**src/hdl/vblc_pkg.sv**
```systemverilog
package vblc_pkg;

  localparam int ROW_BITS = 8;
  localparam logic [7:0] ROW_ADDR_BASE = 8'd1;

  typedef enum logic [1:0] {
    ACT_SET     = 2'd0,
    ACT_GET     = 2'd1,
    ACT_REFRESH = 2'd2,
    ACT_BCAST   = 2'd3
  } action_t;

  typedef struct packed {
    action_t    action;
    logic [3:0] coord_x;
    logic [3:0] coord_y;
    logic [3:0] coord_z;
    logic       voxel_on;
    logic [7:0] ctrl_register;
    logic [7:0] ctrl_value;
  } in_item_t;

  typedef struct packed {
    logic [15:0] chain_word;
    logic        latch_after;
    logic        last;
    logic        voxel_read;
  } out_item_t;

  typedef enum logic [1:0] {
    OUT_GET,
    OUT_REF,
    OUT_BCAST
  } out_kind_t;

  // Commands from the controller to the datapath.
  typedef struct packed {
    logic      capture;
    logic      cnt_init;
    logic      cnt_step;
    logic      rd_en;
    logic      rd_coord;
    logic      wr_en;
    logic      load_out;
    out_kind_t out_kind;
  } vblc_cmd_t;

  // Status from the datapath to the controller.
  typedef struct packed {
    logic dev_last;
    logic row_last;
    logic out_can_load;
  } vblc_status_t;

endpackage

```
**src/hdl/vblc_ram.sv**
```systemverilog
module vblc_ram #(
  parameter int WIDTH = 8,
  parameter int DEPTH = 64
) (
  input  logic                                  clk,
  input  logic                                  we,
  input  logic [((DEPTH > 1) ? $clog2(DEPTH) : 1)-1:0] waddr,
  input  logic [WIDTH-1:0]                      wdata,
  input  logic                                  re,
  input  logic [((DEPTH > 1) ? $clog2(DEPTH) : 1)-1:0] raddr,
  output logic [WIDTH-1:0]                      rdata
);

  logic [WIDTH-1:0] mem [DEPTH];

  always_ff @(posedge clk) begin
    if (we) begin
      mem[waddr] <= wdata;
    end
    if (re) begin
      rdata <= mem[raddr];
    end
  end

endmodule

```
**src/hdl/vblc_dp.sv**
```systemverilog
module vblc_dp import vblc_pkg::*; #(
  parameter int NUM_DEVICES = 8,
  parameter int ROWS        = 8
) (
  input  logic         clk,
  input  logic         rst_n,
  input  in_item_t     in_item,
  input  vblc_cmd_t    cmd,
  output vblc_status_t status,
  output logic         out_valid,
  input  logic         out_ready,
  output out_item_t    out_item
);

  localparam int DEPTH = NUM_DEVICES * ROWS;
  localparam int AW    = (DEPTH > 1) ? $clog2(DEPTH) : 1;
  localparam int DW    = (NUM_DEVICES > 1) ? $clog2(NUM_DEVICES) : 1;
  localparam int RW    = (ROWS > 1) ? $clog2(ROWS) : 1;
  localparam logic [DW-1:0] DEV_TOP = DW'(NUM_DEVICES - 1);
  localparam logic [RW-1:0] ROW_TOP = RW'(ROWS - 1);

  in_item_t        item_r;
  logic [DW-1:0]   dev_r, dev_nxt, dev_step, dev_use;
  logic [RW-1:0]   row_r, row_nxt, row_step, row_use;
  logic [DEPTH-1:0] vld_r;
  logic            vld_q_r;
  out_item_t       out_item_r, out_item_nxt;
  logic            out_valid_r, out_valid_nxt;

  logic            coord_ok;
  logic [AW-1:0]   coord_addr, cnt_addr, rd_addr;
  logic [7:0]      ram_rdata, cur_byte, set_mask, set_byte;
  logic            wr_go;

  // Refresh walks devices from the top down inside each row.
  always_comb begin
    if (dev_r == '0) begin
      dev_step = DEV_TOP;
      row_step = row_r + RW'(1);
    end else begin
      dev_step = dev_r - DW'(1);
      row_step = row_r;
    end
    dev_use = cmd.cnt_step ? dev_step : dev_r;
    row_use = cmd.cnt_step ? row_step : row_r;
    if (cmd.cnt_init) begin
      dev_nxt = DEV_TOP;
      row_nxt = '0;
    end else begin
      dev_nxt = dev_use;
      row_nxt = row_use;
    end
  end

  assign coord_ok = ({1'b0, item_r.coord_x} < 5'(NUM_DEVICES)) &&
                    (item_r.coord_y < 4'(ROW_BITS)) &&
                    ({1'b0, item_r.coord_z} < 5'(ROWS));

  // Rows are stored mirrored: z selects row ROWS-1-z.
  assign coord_addr = AW'(int'(item_r.coord_x) * ROWS + (ROWS - 1) - int'(item_r.coord_z));
  assign cnt_addr   = AW'(int'(dev_use) * ROWS + int'(row_use));
  assign rd_addr    = cmd.rd_coord ? coord_addr : cnt_addr;

  assign cur_byte = vld_q_r ? ram_rdata : '0;
  assign set_mask = 8'(1) << item_r.coord_y[2:0];
  assign set_byte = item_r.voxel_on ? (cur_byte | set_mask) : (cur_byte & ~set_mask);
  assign wr_go    = cmd.wr_en && coord_ok;

  vblc_ram #(
    .WIDTH(8),
    .DEPTH(DEPTH)
  ) u_ram (
    .clk  (clk),
    .we   (wr_go),
    .waddr(coord_addr),
    .wdata(set_byte),
    .re   (cmd.rd_en),
    .raddr(rd_addr),
    .rdata(ram_rdata)
  );

  always_comb begin
    out_item_nxt = out_item_r;
    if (cmd.load_out) begin
      case (cmd.out_kind)
        OUT_GET: begin
          out_item_nxt.chain_word  = '0;
          out_item_nxt.latch_after = 1'b0;
          out_item_nxt.last        = 1'b1;
          out_item_nxt.voxel_read  = coord_ok & cur_byte[item_r.coord_y[2:0]];
        end
        OUT_REF: begin
          out_item_nxt.chain_word  = {ROW_ADDR_BASE + 8'(row_r), cur_byte};
          out_item_nxt.latch_after = status.dev_last;
          out_item_nxt.last        = status.dev_last & status.row_last;
          out_item_nxt.voxel_read  = 1'b0;
        end
        OUT_BCAST: begin
          out_item_nxt.chain_word  = {item_r.ctrl_register, item_r.ctrl_value};
          out_item_nxt.latch_after = status.dev_last;
          out_item_nxt.last        = status.dev_last;
          out_item_nxt.voxel_read  = 1'b0;
        end
        default: begin
          out_item_nxt = '0;
        end
      endcase
    end
    if (cmd.load_out) begin
      out_valid_nxt = 1'b1;
    end else if (out_ready) begin
      out_valid_nxt = 1'b0;
    end else begin
      out_valid_nxt = out_valid_r;
    end
  end

  always_ff @(posedge clk) begin
    if (!rst_n) begin
      out_valid_r <= 1'b0;
      vld_r       <= '0;
      dev_r       <= '0;
      row_r       <= '0;
    end else begin
      out_valid_r <= out_valid_nxt;
      dev_r       <= dev_nxt;
      row_r       <= row_nxt;
      if (wr_go) begin
        vld_r[coord_addr] <= 1'b1;
      end
    end
  end

  always_ff @(posedge clk) begin
    out_item_r <= out_item_nxt;
    if (cmd.capture) begin
      item_r <= in_item;
    end
    if (cmd.rd_en) begin
      vld_q_r <= vld_r[rd_addr];
    end
  end

  assign status.dev_last     = (dev_r == '0);
  assign status.row_last     = (row_r == ROW_TOP);
  assign status.out_can_load = !out_valid_r || out_ready;

  assign out_valid = out_valid_r;
  assign out_item  = out_item_r;

endmodule

```
**src/hdl/vblc_ctrl.sv**
```systemverilog
module vblc_ctrl import vblc_pkg::*; (
  input  logic         clk,
  input  logic         rst_n,
  input  logic         in_valid,
  input  action_t      in_action,
  output logic         in_ready,
  output vblc_cmd_t    cmd,
  input  vblc_status_t status
);

  typedef enum logic [2:0] {
    S_IDLE,
    S_SET_RD,
    S_SET_WR,
    S_GET_RD,
    S_GET_EMIT,
    S_REF_RD,
    S_REF_EMIT,
    S_BCAST
  } state_t;

  state_t state_r, state_nxt;
  logic   in_ready_r;

  always_comb begin
    state_nxt = state_r;
    cmd       = '0;
    case (state_r)
      S_IDLE: begin
        if (in_valid && in_ready_r) begin
          cmd.capture  = 1'b1;
          cmd.cnt_init = 1'b1;
          case (in_action)
            ACT_SET:     state_nxt = S_SET_RD;
            ACT_GET:     state_nxt = S_GET_RD;
            ACT_REFRESH: state_nxt = S_REF_RD;
            ACT_BCAST:   state_nxt = S_BCAST;
            default:     state_nxt = S_IDLE;
          endcase
        end
      end
      S_SET_RD: begin
        cmd.rd_en    = 1'b1;
        cmd.rd_coord = 1'b1;
        state_nxt    = S_SET_WR;
      end
      S_SET_WR: begin
        cmd.wr_en = 1'b1;
        state_nxt = S_IDLE;
      end
      S_GET_RD: begin
        cmd.rd_en    = 1'b1;
        cmd.rd_coord = 1'b1;
        state_nxt    = S_GET_EMIT;
      end
      S_GET_EMIT: begin
        cmd.out_kind = OUT_GET;
        if (status.out_can_load) begin
          cmd.load_out = 1'b1;
          state_nxt    = S_IDLE;
        end
      end
      S_REF_RD: begin
        cmd.rd_en = 1'b1;
        state_nxt = S_REF_EMIT;
      end
      S_REF_EMIT: begin
        cmd.out_kind = OUT_REF;
        if (status.out_can_load) begin
          cmd.load_out = 1'b1;
          if (status.dev_last && status.row_last) begin
            state_nxt = S_IDLE;
          end else begin
            // Fetch the next word while this one goes out.
            cmd.cnt_step = 1'b1;
            cmd.rd_en    = 1'b1;
          end
        end
      end
      S_BCAST: begin
        cmd.out_kind = OUT_BCAST;
        if (status.out_can_load) begin
          cmd.load_out = 1'b1;
          if (status.dev_last) begin
            state_nxt = S_IDLE;
          end else begin
            cmd.cnt_step = 1'b1;
          end
        end
      end
      default: begin
        state_nxt = S_IDLE;
      end
    endcase
  end

  always_ff @(posedge clk) begin
    if (!rst_n) begin
      state_r    <= S_IDLE;
      in_ready_r <= 1'b0;
    end else begin
      state_r    <= state_nxt;
      in_ready_r <= (state_nxt == S_IDLE);
    end
  end

  assign in_ready = in_ready_r;

endmodule

```
**src/hdl/voxel_buffer_led_chain_refresh.sv**
```systemverilog
// Channel   Direction  Handshake              Payload
// in_       input      in_valid / in_ready    in_item  (in_item_t)
// out_      output     out_valid / out_ready  out_item (out_item_t)
//
// One item is processed at a time. Set reads the stored byte, then writes it back
// modified; get reads the byte, then emits the result after any output stall.
// Refresh emits NUM_DEVICES*ROWS words: one frame buffer read per word through the
// single RAM read port, prefetched while the previous word is delivered.
// Broadcast emits NUM_DEVICES words. The frame buffer reads as dark after
// reset through per-entry valid bits; there is no clearing pass. A stall on
// out_ready holds the output register and pauses the word sequence.
module voxel_buffer_led_chain_refresh import vblc_pkg::*; #(
  parameter int NUM_DEVICES = 8,
  parameter int ROWS        = 8
) (
  input  logic      clk,
  input  logic      rst_n,
  input  logic      in_valid,
  output logic      in_ready,
  input  in_item_t  in_item,
  output logic      out_valid,
  input  logic      out_ready,
  output out_item_t out_item
);

  vblc_cmd_t    cmd;
  vblc_status_t status;

  vblc_ctrl u_ctrl (
    .clk      (clk),
    .rst_n    (rst_n),
    .in_valid (in_valid),
    .in_action(in_item.action),
    .in_ready (in_ready),
    .cmd      (cmd),
    .status   (status)
  );

  vblc_dp #(
    .NUM_DEVICES(NUM_DEVICES),
    .ROWS       (ROWS)
  ) u_dp (
    .clk      (clk),
    .rst_n    (rst_n),
    .in_item  (in_item),
    .cmd      (cmd),
    .status   (status),
    .out_valid(out_valid),
    .out_ready(out_ready),
    .out_item (out_item)
  );

endmodule

```
**config.mk**
```make
export PLATFORM = sky130hd
export DESIGN_NAME = voxel_buffer_led_chain_refresh
export DESIGN_NICKNAME = d
export VERILOG_FILES = /design/src/hdl/vblc_pkg.sv /design/src/hdl/vblc_ram.sv /design/src/hdl/vblc_dp.sv /design/src/hdl/vblc_ctrl.sv /design/src/hdl/voxel_buffer_led_chain_refresh.sv
export SDC_FILE = /design/constraint.sdc
export NUM_CORES = 1
export LEC_CHECK = 0
export BUFFER_PORTS_ARGS = -buffer_cell sky130_fd_sc_hd__buf_2
export CAP_MARGIN = 30
export CORE_MARGIN = 4
export CORE_UTILIZATION = 55
export CTS_CLUSTER_SIZE = 25
export DETAILED_ROUTE_END_ITERATION = 7
export HOLD_SLACK_MARGIN = 0.05
export PLACE_DENSITY = 0.7
export SLEW_MARGIN = 30
export SYNTH_ARGS = -nofsm -noshare
export SYNTH_HDL_FRONTEND = slang
export SYNTH_HIERARCHICAL = 1
export SYNTH_SLANG_ARGS = --single-unit
```
**constraint.sdc**
```tcl
create_clock -name clk -period 5.88 [get_ports clk]
set_input_delay 1.176 -clock clk [delete_from_list [all_inputs] [get_ports clk]]
set_output_delay 1.176 -clock clk [all_outputs]
set_load 0.05 [all_outputs]
```
======== After elaboration in Yosys (flattened, before gate mapping) ========
Memory sizes are Yosys's and may differ from the RTL's. A register that Yosys moved wholly into a read port is not among the register bits.
Index checks and enable logic that the tools add are counted.
word-level totals
  memories ................................ 1
  bits in read-only memories .............. 0
  bits of input ports ..................... 35
  RAM bits ................................ 512
  logic and storage cells ................. 108
  register bits ........................... 124
  latch bits .............................. 0
memories
  memory          words  width  read ports  clocked after Yosys merged registers in  write ports  line            source
  u_dp.u_ram.mem  64     8      1           1                                        1            vblc_ram.sv:14  logic [WIDTH-1:0] mem [DEPTH];
operators by class
  multipliers ............................. 0
  shift operators ......................... 1
  order comparisons ....................... 7
  mux-type cells .......................... 39
  reduce and logical (&&, ||, !) cells .... 17
  bitwise operators ....................... 7
  divide/modulo/power cells ............... 0
  add/sub/neg operators ................... 6
  eq/ne operators ......................... 13
operator list
  operator             number
  $or 64x64->64        1
  $pmux 19 s3          1
  $mux 3               11
  $pmux 3 s8           1
  $mux 8               2
  $eq 3x3->1 const B   5
  $lt 6x7->1 const B   2
  $lt 4x4->1 const B   3
  $mux 1               12
  $pmux 3 s4           1
  $logic_not 3->1      3
  $pmux 3 s3           1
  $and 8x8->8          1
  $mux 2               4
  $not 8->8            1
  $or 8x8->8           1
  $shl 1x3->8 const A  1
  $add 6x3->6          1
  $add 6x3->6 const B  1
  $bmux 1 s6           1
  $demux 1 s6          1
  $eq 2x2->1 const B   3
  $eq 3x2->1 const B   2
  $ge 6x1->1 const B   1
  19 further kinds     29

======== Logic depth before layout (Yosys ltp) ========
Gate-level depths: netlist of the first run.
  depth after elaboration ................. 10
  mapped depth ............................ 22
  gate-level depth less buffers ........... 15

======== Cells and area by module ========
The synthesis of the first run kept the hierarchy.
modules (own cells, without submodules)
  module     cells an instance  instances  area an instance (µm²)  sequential area each (µm²)
  vblc_ram   940                1          20,246.9                15,615.0
  vblc_dp    571                1          5,715.5                 2,892.8
  vblc_ctrl  36                 1          322.8                   80.1

======== Worst setup path after synthesis of the first run ========
OpenSTA, ideal clock, no wires.
  kind .................................... input to register
  start ................................... in out_ready
  end ..................................... reg u_dp.u_ram.rdata[3], read port of u_dp.u_ram.mem (data pin)
  library setup time ...................... 0.266 ns
  data required time ...................... 5.614 ns
  stages on the path ...................... 16
  arrival time ............................ 4.190 ns
  path slack .............................. 1.423 ns
  cells stage by stage .................... nand2b_1 nand3_1 nor2_1 buf_4 and3b_1 buf_4 xnor2_4 a21o_1 inv_2 buf_6 buf_6 buf_4 mux4_2 mux4_2 o21ai_1 o41ai_1
RTL lines
  item                line                                  source
  start: declaration  voxel_buffer_led_chain_refresh.sv:22  input logic out_ready,
  end: declaration    vblc_ram.sv:11                        output logic [WIDTH-1:0] rdata

==> metrics, run 1 <==
ys flop type edfxtp_1; r2r endpoint u_dp/u_ram/rdata[6]; crit end category register; R2R Setup Slk 1.04 ns; initial core utilization 56.10%; hold endpoint u_dp/vld_r[0]; I/O pins 56; Setup violations, final 0; port bufs 55; post-synthesis cell area 26290 µm²; Overall Power 0.009567 W; post-route antenna net violation count 0; antenna violations before repair 2; diode count 0; Min-Delay Path Depth 1; Slew headroom 35.27%; unrepaired setup endpoints after global routing false; final worst slack 1.042 ns; Die Y-Extent 226.6 µm; Max-Cap Viols 0; Seq/Total Area, Yosys 70.72%; DRC Markers 0; worst reg2reg path depth 15; CP arrival 5.20 ns; Total Routed Length 61370 µm; vias per inst 6.436; postcts setup bufs 0; cell row count 79; drt wl/cell 26.86 µm; WP data required 6.24 ns; Leak 9.139 nW; Clk Latency, worst-skew pair 0.64 ns; peak supply drop 0.2727 mV; Clock Pin Slew Worst Setup and Hold Paths 0.06 ns; Cell variety after synth 77; CTS tree done; Worst Hold Class register to register; Pwr Density 326.7 nW/µm²; NumNets Final 1667; crit-path max FO 38; htree depth 2; Tmin final 4.838 ns; Final Non-Filler Cells 2285; hpwl dp 39050 µm; Final Hold Violating Endpoints 0; status complete, no violations; Synth Register Bits 644; layout cells sized above 1 21.63%; Worst Setup Start Kind register; Synth warnings 6; Worst R2R Start u_dp/dev_r[0]; GPL Wtd Cong 0.9290; worst slew pin tran 0.9673 ns; clk_skew 0.01853 ns; # hold bufs at CTS 0; largest net degree at the start of global routing 74; Starting DRT DRC Count 1695; fraction of registers with async set/reset 0%; DP Area 27300 µm²; final worst path period share 82.28%; number of synthesized flops with an enable pin 569; Area Growth Syn to Fin 11.40%; DP Cell Count 2168; Mean Syn Cell Area 16.99 µm²; Clock Tree Buf Depth 3; Hold Crit Start u_dp/vld_r[0]; vias in the first global route 14640; total track usage 24.13%; Num CTS Buffers 61; pre-CTS WS 0.4613 ns; first-pass GRT wire length 92350 µm; Net Count, Synth 1588; gr ovfl total 0; Max Slew Vio Count 0; die area 51350 µm²; Setup TNS 0 ns; post_cts resized 0; Design Area, Final 29280 µm²; Syn Inst Count 1547; CTS root buffer clkbuf_16; Setup CP Type register to register; Vias 14710; die width 226.6 µm; max frequency 206.7 MHz; Core Area 46850 µm²; FILL cells 3305; drt pass-1 iters 7; Num Clock Sinks 644
-- final cells by class --
class | count | area, µm² | area share (%)
flip-flops and latches | 644 | 18590 | 63.48
multi-input cells | 790 | 7197 | 24.58
clock buffers | 78 | 1590 | 5.431
well taps | 607 | 759.5 | 2.594
repair buffers | 102 | 665.6 | 2.273
clock inverters | 37 | 369.1 | 1.261
inverters | 27 | 112.6 | 0.3846
-- cell usage after synthesis, types with 4 or more instances --
master | instances | area (µm²)
edfxtp_1 | 569 | 17090
nor2_1 | 140 | 525.5
mux4_2 | 128 | 2883
dfxtp_1 | 75 | 1501
nand2_1 | 60 | 225.2
nor2b_1 | 54 | 337.8
a21oi_1 | 47 | 235.2
o21a_1 | 39 | 292.8
clkbuf_1 | 38 | 142.6
mux2i_1 | 37 | 370.4
nand3_1 | 35 | 175.2
a211oi_1 | 27 | 202.7
inv_1 | 22 | 82.58
o21ai_0 | 22 | 110.1
mux2_2 | 18 | 202.7
buf_4 | 17 | 127.6
buf_2 | 16 | 80.08
nor3_1 | 15 | 75.07
a221oi_1 | 12 | 105.1
and2_1 | 12 | 75.07
nand2b_1 | 11 | 68.82
a22oi_1 | 10 | 75.07
o221ai_1 | 10 | 87.58
o22ai_1 | 10 | 62.56
buf_6 | 9 | 101.4
a32o_1 | 8 | 80.08
a2111oi_0 | 6 | 52.55
ha_1 | 6 | 75.07
nand3b_1 | 5 | 37.54
buf_1 | 4 | 15.01
inv_2 | 4 | 15.01
nand4_1 | 4 | 25.02
o2111ai_1 | 4 | 35.03
-- stage by stage --
| stage | util [%] | hold WS, ns |
|---|---|---|
| global placement | 58.25 | 0.4469 |
| CTS | 62.46 | 0.4699 |
| finish | 62.50 | 0.4661 |
| floorplan | - | 0.4397 |
| detailed placement | 58.27 | 0.4545 |
| global route | 62.50 | 0.4861 |
-- sequential cells by signal (all words and copies together) (netlist names) --
signal / flops
u_dp/u_ram/mem: 512
u_dp/vld_r: 64
u_dp/item_r: 29
u_dp/out_item: 19
u_dp/u_ram/rdata: 8
u_ctrl/state_r: 3
u_dp/dev_r: 3
u_dp/row_r: 3
u_ctrl/in_ready: 1
u_dp/out_valid: 1
u_dp/vld_q_r: 1
-- cells by family (layout without fill, tap and decap cells) --
logic type	count (synthesis)	after routing	synth area share, %
DFF	644	644	70.72
and+or+nand+nor	358	358	6.631
AOI/OAI and AO/OA	239	239	6.664
muxes	183	183	13.15
buffers and inverters	113	244	2.323
adders and majority gates	6	6	0.2856
xor gates and xnor gates	4	4	0.2333
-- placed cells by master (no fill, tap or decap), types with 4 or more instances in the layout --
cell         n
o21ai_4      7
nor2_1     137
nor2b_1     54
nand4_1      4
a32o_1       8
mux4_2     128
a2111oi_0    6
ha_1         6
clkinv_2    11
o221ai_1    10
o2111ai_1    4
nand2_1     60
nand3_1     35
nand3b_1     5
o21ai_0     15
bufinv_16    7
mux2i_1     37
edfxtp_1   569
mux2_2      18
a221oi_1    12
clkbuf_1    17
a211oi_1    27
a22oi_1     10
clkinv_1    15
o22ai_1     10
nand2b_1    11
inv_1       21
dfxtp_1     75
o21a_1      39
and2_1      12
buf_4       43
buf_2       54
a21oi_1     47
clkbuf_16   61
nor3_1      13
-- where the power goes --
part | internal (W) | total, W | leakage (nW) | switching, W
logic | 0.000225 | 0.000650 | 2.39 | 0.000425
clock network | 0.00222 | 0.00387 | 0.952 | 0.00166
registers | 0.00502 | 0.00504 | 5.80 | 0.0000244
total | 0.00746 | 0.00957 | 9.14 | 0.00211
-- worst max path at each step --
stage | start | endpoint | slack, ns | cells after the start
CTS | u_dp/dev_r[0] | u_dp/u_ram/rdata[6] | 1.05 | 15
global placement | out_ready | u_dp/u_ram/rdata[6] | 0.52 | 13
global route | u_dp/dev_r[0] | u_dp/u_ram/rdata[6] | 0.80 | 15
detailed placement | out_ready | u_dp/u_ram/rdata[6] | 0.46 | 13
floorplan | out_ready | u_dp/u_ram/rdata[3] | 1.42 | 16
finish | u_dp/dev_r[0] | u_dp/u_ram/rdata[6] | 1.04 | 15
-- routing by layer --
layer	global-route usage (%)	routed length (µm)
met3	5.010	4885
met1	33.94	24610
met2	38.50	29900
met4	7.914	1977
met5	0	0
-- critical path: stages, from the launching register on --
cell and delay, ns:
dfxtp_1 0.32, inv_1 0.08, ha_1 0.28, nand2b_2 0.15, inv_2 0.18, o21a_1 0.14
nor2_1 0.05, and3b_1 0.29, xnor2_4 0.40, a21o_1 0.51, inv_8 0.26, mux4_2 0.54
mux2_2 0.28, o221a_2 0.29, nor3_1 0.57, o32ai_1 0.16
(Power assumes the default switching activity.)
==> run 2: changes to the inputs <==
Settings changed: PLACE_DENSITY 0.7 to 0.73.
Clock period 5.88 ns to 4.45 ns, I/O delays scaled along.
==> metrics, run 2 (same netlist as run 1, synthesis figures left out) <==
status complete, no violations (unchanged); pre-CTS WS -0.03027 ns (was 0.4613 ns); Total Routed Length 61250 µm (was 61370 µm); Area Growth Syn to Fin 13.12% (was 11.40%); Clock Pin Slew Worst Setup and Hold Paths 0.06 ns (about the same); slowest stage delay, CP 0.54 ns (was 0.57 ns); switching power 0.002806 W (was 0.002107 W); vias per inst 6.478 (was 6.436); CP max stage cell mux4_2 (was nor3_1); Max Slew Vio Count 0 (unchanged); Final Hold Slack 0.4421 ns (was 0.4661 ns); Largest regs u_dp/u_ram/mem (512), u_dp/vld_r (64), u_dp/item_r (29) (unchanged); Setup CP Type register to register (unchanged); post-route antenna net violation count 0 (unchanged); die area 51350 µm² (unchanged); CP Cell Sequence inv_1 -> ha_1 -> nand2b_2 -> inv_2 -> o21a_1 -> nor2_1 -> and3b_1 -> xnor2_4 -> a21o_1 -> clkinv_8 -> buf_4 -> mux4_2 -> mux4_2 -> o21ai_1 -> o41ai_1 (was inv_1 -> ha_1 -> nand2b_2 -> inv_2 -> o21a_1 -> nor2_1 -> and3b_1 -> xnor2_4 -> a21o_1 -> inv_8 -> mux4_2 -> mux2_2 -> o221a_2 -> nor3_1 -> o32ai_1); CTS tree done (unchanged); most frequent cells in the layout 569 x edfxtp_1, 138 x nor2_1, 128 x mux4_2 (was 569 x edfxtp_1, 137 x nor2_1, 128 x mux4_2); Clk Latency, worst-skew pair 0.64 ns (about the same); Setup TNS 0 ns (unchanged); Max-Cap Viols 0 (unchanged); Starting DRT DRC Count 2076 (was 1695); Num Clock Sinks 644 (unchanged); Core Area 46850 µm² (unchanged); NumNets Final 1689 (was 1667); clock share of power 42.3% (was 40.5%); die width 226.6 µm (unchanged); DRC Markers 0 (unchanged); Comb pwr share 6.8% (about the same); Die Y-Extent 226.6 µm (unchanged); Num CTS Buffers 61 (unchanged); first-pass GRT wire length 92400 µm (was 92350 µm); Final Hold Violating Endpoints 0 (unchanged); largest net degree at the start of global routing 74 (unchanged); Worst Hold Class input port to register (was register to register); gr ovfl total 0 (unchanged); WP data required 4.81 ns (was 6.24 ns); Vias 14950 (was 14710); crit end category register (unchanged); Pwr Density 440.5 nW/µm² (was 326.7 nW/µm²); Tmin final 4.212 ns (was 4.838 ns); Design Area, Final 29730 µm² (was 29280 µm²); Biggest register u_dp/u_ram/mem (unchanged); Hold Crit Start in_item[18] (was u_dp/vld_r[0]); Largest register FFs 512 (unchanged); drt pass-1 iters 5 (was 7); part of the power in registers 50.9% (was 52.7%); CP arrival 4.57 ns (was 5.20 ns); layout cells sized above 1 22.94% (was 21.63%); # hold bufs at CTS 0 (unchanged); clk_skew 0.02391 ns (was 0.01853 ns); I/O pins 56 (unchanged); hpwl dp 38120 µm (was 39050 µm); Slew headroom 34.59% (was 35.27%); GPL Wtd Cong 0.8761 (was 0.9290); DP Area 27550 µm² (was 27300 µm²); htree depth 2 (unchanged); Power Internal 0.01029 W (was 0.007460 W); Clock Tree Buf Depth 3 (unchanged); Leak 9.366 nW (was 9.139 nW); crit-path most repeated cell mux4_2; cell row count 79 (unchanged); peak supply drop 0.5185 mV (was 0.2727 mV); Setup violations, final 0 (unchanged); Switching Fraction 21.43% (was 22.02%); crit-path max FO 33 (was 38); Worst R2R Start u_dp/dev_r[0] (unchanged); max frequency 237.4 MHz (was 206.7 MHz); drt wl/cell 26.54 µm (was 26.86 µm); port bufs 55 (unchanged); total track usage 24.02% (was 24.13%); initial core utilization 56.10% (unchanged); final worst slack 0.2383 ns (was 1.042 ns); unrepaired setup endpoints after global routing false (unchanged); Setup crit start u_dp/dev_r[0] (unchanged); Worst Setup Start Kind register (unchanged); antenna violations before repair 0 (was 2); worst slew pin tran 0.9775 ns (was 0.9673 ns); CTS root buffer clkbuf_16 (unchanged); fin util 63.46% (was 62.50%); vias in the first global route 14840 (was 14640); most common cell after layout, fill and taps aside edfxtp_1 (unchanged); final worst path period share 94.64% (was 82.28%)
## run 2: cell types whose count changed in the layout (fill, tap and decap cells not counted), sizes merged, moves of 4 or more
cell / change
clkinv: +4
bufinv: +7
clkbuf: -13
buf: +24
## run 2: critical path: cells and delay by family (launching register included)
family	cells	cell delay (ns)
flip-flops	1	0.34
XOR/XNOR	1	0.14
AND/OR/NAND/NOR	3	0.57
adder cells (fa/ha/maj)	1	0.27
buffers and inverters	4	0.74
AO/OA/AOI/OAI	4	0.84
multiplexers	2	1.01
## run 2: metal layers
layer  wire length [µm]  GRT usage, %  vias to the layer above
met4               2115         7.816                        0
met3               5346         4.855                      143
met1              24120         34.07                     7622
met2              29660         38.17                      819
li1                   -             -                     6368
met5                  0             0                        -
## run 2: area by class of cell
class	count	area [µm²]
repair buffers	124	920.9
fillers	3208	17120
well taps	607	759.5
diodes	1	2.502
flip-flops and latches	644	18590
inverters	27	117.6
clock inverters	48	600.6
clock buffers	67	1559
multi-input cells	790	7186
## run 2: path summary, 6_finish.rpt
path / cells after the start / end / slack, ns
worst max-delay path: 15 / u_dp/u_ram/rdata[3] / 0.24
worst min-delay path: 1 / u_dp/item_r[18] / 0.44
worst max register to register: 15 / u_dp/u_ram/rdata[3] / 0.24
worst min register to register: 1 / u_dp/vld_r[14] / 0.47
## run 2: what timing repair did
| action | CTS | global route |
|---|---|---|
| buffers inserted | 0 | 0 |
| hold endpoints to repair | 0 | 0 |
| resized for setup | 0 | 2 |
| setup endpoints to repair | 0 | 3 |
## run 2: metrics by stage
stage                     cells  power, W
after floorplan            1547  0.007359
after global placement     2190  0.007656
after detailed placement   2190  0.007674
after CTS                  2305   0.01318
after global routing       2307   0.01351
final                      2308   0.01310
## run 2: power groups by stage
| stage | sequential [W] | clock (W) | combinational [W] |
|---|---|---|---|
| after floorplan | 0.00680 | 0 | 0.000558 |
| after global placement | 0.00679 | 0 | 0.000867 |
| after detailed placement | 0.00679 | 0 | 0.000884 |
| after CTS | 0.00666 | 0.00563 | 0.000889 |
| after global routing | 0.00666 | 0.00589 | 0.000953 |
| final | 0.00666 | 0.00554 | 0.000896 |
==> run 3: changes to the inputs <==
Settings changed: REMOVE_ABC_BUFFERS set to 1.
==> metrics, run 3 (same netlist as run 1, synthesis figures left out) <==
clk_skew 0.02482 ns (was 0.02391 ns); NumNets Final 1700 (was 1689); drt pass-1 iters 6 (was 5); FILL cells 3216 (was 3208); antenna violations before repair 0 (unchanged); first-pass GRT wire length 94630 µm (was 92400 µm); R2R Setup Slk 0.30 ns (was 0.24 ns); WP data required 4.77 ns (was 4.81 ns); DP Cell Count 2198 (was 2190); met1 Use GR 36.12% (was 34.07%); met3 GRT Util 5.386% (was 4.855%); Total Routed Length 62240 µm (was 61250 µm); Worst Setup Start Kind register (unchanged); total track usage 24.72% (was 24.02%); Tmin final 4.153 ns (was 4.212 ns); vias per inst 6.489 (was 6.478); port bufs 55 (unchanged); Setup CP Type register to register (unchanged); post_cts resized 0 (unchanged); most common cell after layout, fill and taps aside edfxtp_1 (unchanged); worst slew pin tran 0.9560 ns (was 0.9775 ns); Clock Tree Buf Depth 3 (unchanged); Clk Latency, worst-skew pair 0.59 ns (was 0.64 ns); diode count 0 (was 1); drt wl/cell 26.87 µm (was 26.54 µm); Final Non-Filler Cells 2316 (was 2308); # hold bufs at CTS 0 (unchanged); DRC Markers 0 (unchanged); I/O pins 56 (unchanged); largest net degree at the start of global routing 74 (unchanged); final worst path period share 93.33% (was 94.64%); status complete, no violations (unchanged); Core Area 46850 µm² (unchanged); Setup TNS 0 ns (unchanged); layout cells sized above 1 23.35% (was 22.94%); htree depth 3 (was 2); initial core utilization 56.10% (unchanged); Largest register FFs 512 (unchanged); crit end category register (unchanged); cell row count 79 (unchanged); GPL Wtd Cong 0.8853 (was 0.8761); vias in the first global route 14870 (was 14840); hpwl dp 39300 µm (was 38120 µm); Num Clock Sinks 644 (unchanged); postcts setup bufs 0 (unchanged); Clock Pin Slew Worst Setup and Hold Paths 0.06 ns (about the same); CP arrival 4.47 ns (was 4.57 ns); die area 51350 µm² (unchanged); unrepaired setup endpoints after global routing false (unchanged); Max Slew Vio Count 0 (unchanged); DP Area 27560 µm² (was 27550 µm²); global-route met2 utilization 38.35% (was 38.17%); Largest regs u_dp/u_ram/mem (512), u_dp/vld_r (64), u_dp/item_r (29) (unchanged); busiest layer in global routing met2 (unchanged); Slew headroom 36.03% (was 34.59%); Pwr Density 439.2 nW/µm² (was 440.5 nW/µm²); CTS tree done (unchanged); Worst Hold Class register to register (was input port to register); gr ovfl total 0 (unchanged); Num CTS Buffers 66 (was 61); most frequent cells in the layout 569 x edfxtp_1, 139 x nor2_1, 128 x mux4_2 (was 569 x edfxtp_1, 138 x nor2_1, 128 x mux4_2); Die Y-Extent 226.6 µm (unchanged); Vias 15030 (was 14950); Design Area, Final 29720 µm² (was 29730 µm²); die width 226.6 µm (unchanged); Max-Cap Viols 0 (unchanged); CTS root buffer clkbuf_16 (unchanged); Biggest register u_dp/u_ram/mem (unchanged); post-route antenna net violation count 0 (unchanged); crit-path max FO 24 (was 33); Area Growth Syn to Fin 13.08% (was 13.12%); Final Hold Violating Endpoints 0 (unchanged); max frequency 240.8 MHz (was 237.4 MHz); peak supply drop 0.2988 mV (was 0.5185 mV); final worst slack 0.2967 ns (was 0.2383 ns); pre-CTS WS 0.2087 ns (was -0.03027 ns); Setup violations, final 0 (unchanged); Leak 9.372 nW (was 9.366 nW); Overall Power 0.01305 W (was 0.01310 W); Starting DRT DRC Count 2016 (was 2076)
## run 3: cell types whose count changed in the layout (fill, tap and decap cells not counted), sizes merged
| cell | change |
|---|---|
| clkbuf | +15 |
| buf | +6 |
| diode | -1 |
| bufinv | -8 |
| clkinvlp | +3 |
| clkinv | -7 |
## run 3: worst paths after layout
check | startpoint | to | depth (start not counted)
setup reg to reg | u_dp/dev_r[0] | u_dp/u_ram/rdata[0] | 16
setup / recovery | u_dp/dev_r[0] | u_dp/u_ram/rdata[0] | 16
hold reg to reg | u_dp/vld_r[44] | u_dp/vld_r[44] | 1
hold / removal | u_dp/vld_r[44] | u_dp/vld_r[44] | 1
## run 3: area by class of cell
type                    instances  area [µm²]  area share, %
multi-input cells             790        7182          24.16
flip-flops and latches        644       18590          62.54
clock buffers                  82        1774          5.969
clock inverters                36       390.4          1.313
repair buffers                130       917.1          3.086
well taps                     607       759.5          2.555
inverters                      27       112.6         0.3789
## run 3: metal layers
| metal | vias to the layer above | share of wire (%) |
|---|---|---|
| met2 | 898 | 47 |
| met1 | 7616 | 40 |
| met5 | - | 0 |
| met4 | 0 | 2.6 |
| li1 | 6384 | - |
| met3 | 130 | 11 |
## run 3: worst max-delay path, cell delays in order (launching register included)
cell and delay, ns:
dfxtp_1 0.32, inv_1 0.07, ha_1 0.29, nand2b_2 0.16
inv_2 0.19, o21a_1 0.15, nor2_1 0.04, buf_4 0.17
and4b_1 0.25, a211o_1 0.32, nand2_1 0.12, clkinv_2 0.22
buf_4 0.32, mux4_2 0.33, mux2_2 0.27, a221oi_1 0.51
o2bb2ai_1 0.13
## run 3: power breakdown
group / switching (W) / internal (W) / total, W
logic: 0.000560 / 0.000318 / 0.000878
clock network: 0.00231 / 0.00321 / 0.00551
registers: 0.0000310 / 0.00663 / 0.00666
total: 0.00290 / 0.0102 / 0.0131
## run 3: stage by stage
| stage | hold WS, ns | util [%] |
|---|---|---|
| floorplan | 0.4397 | - |
| CTS | 0.4398 | 63.44 |
| detailed placement | 0.4544 | 58.82 |
| global placement | 0.4458 | 58.79 |
| global route | 0.4536 | 63.44 |
| finish | 0.4634 | 63.44 |
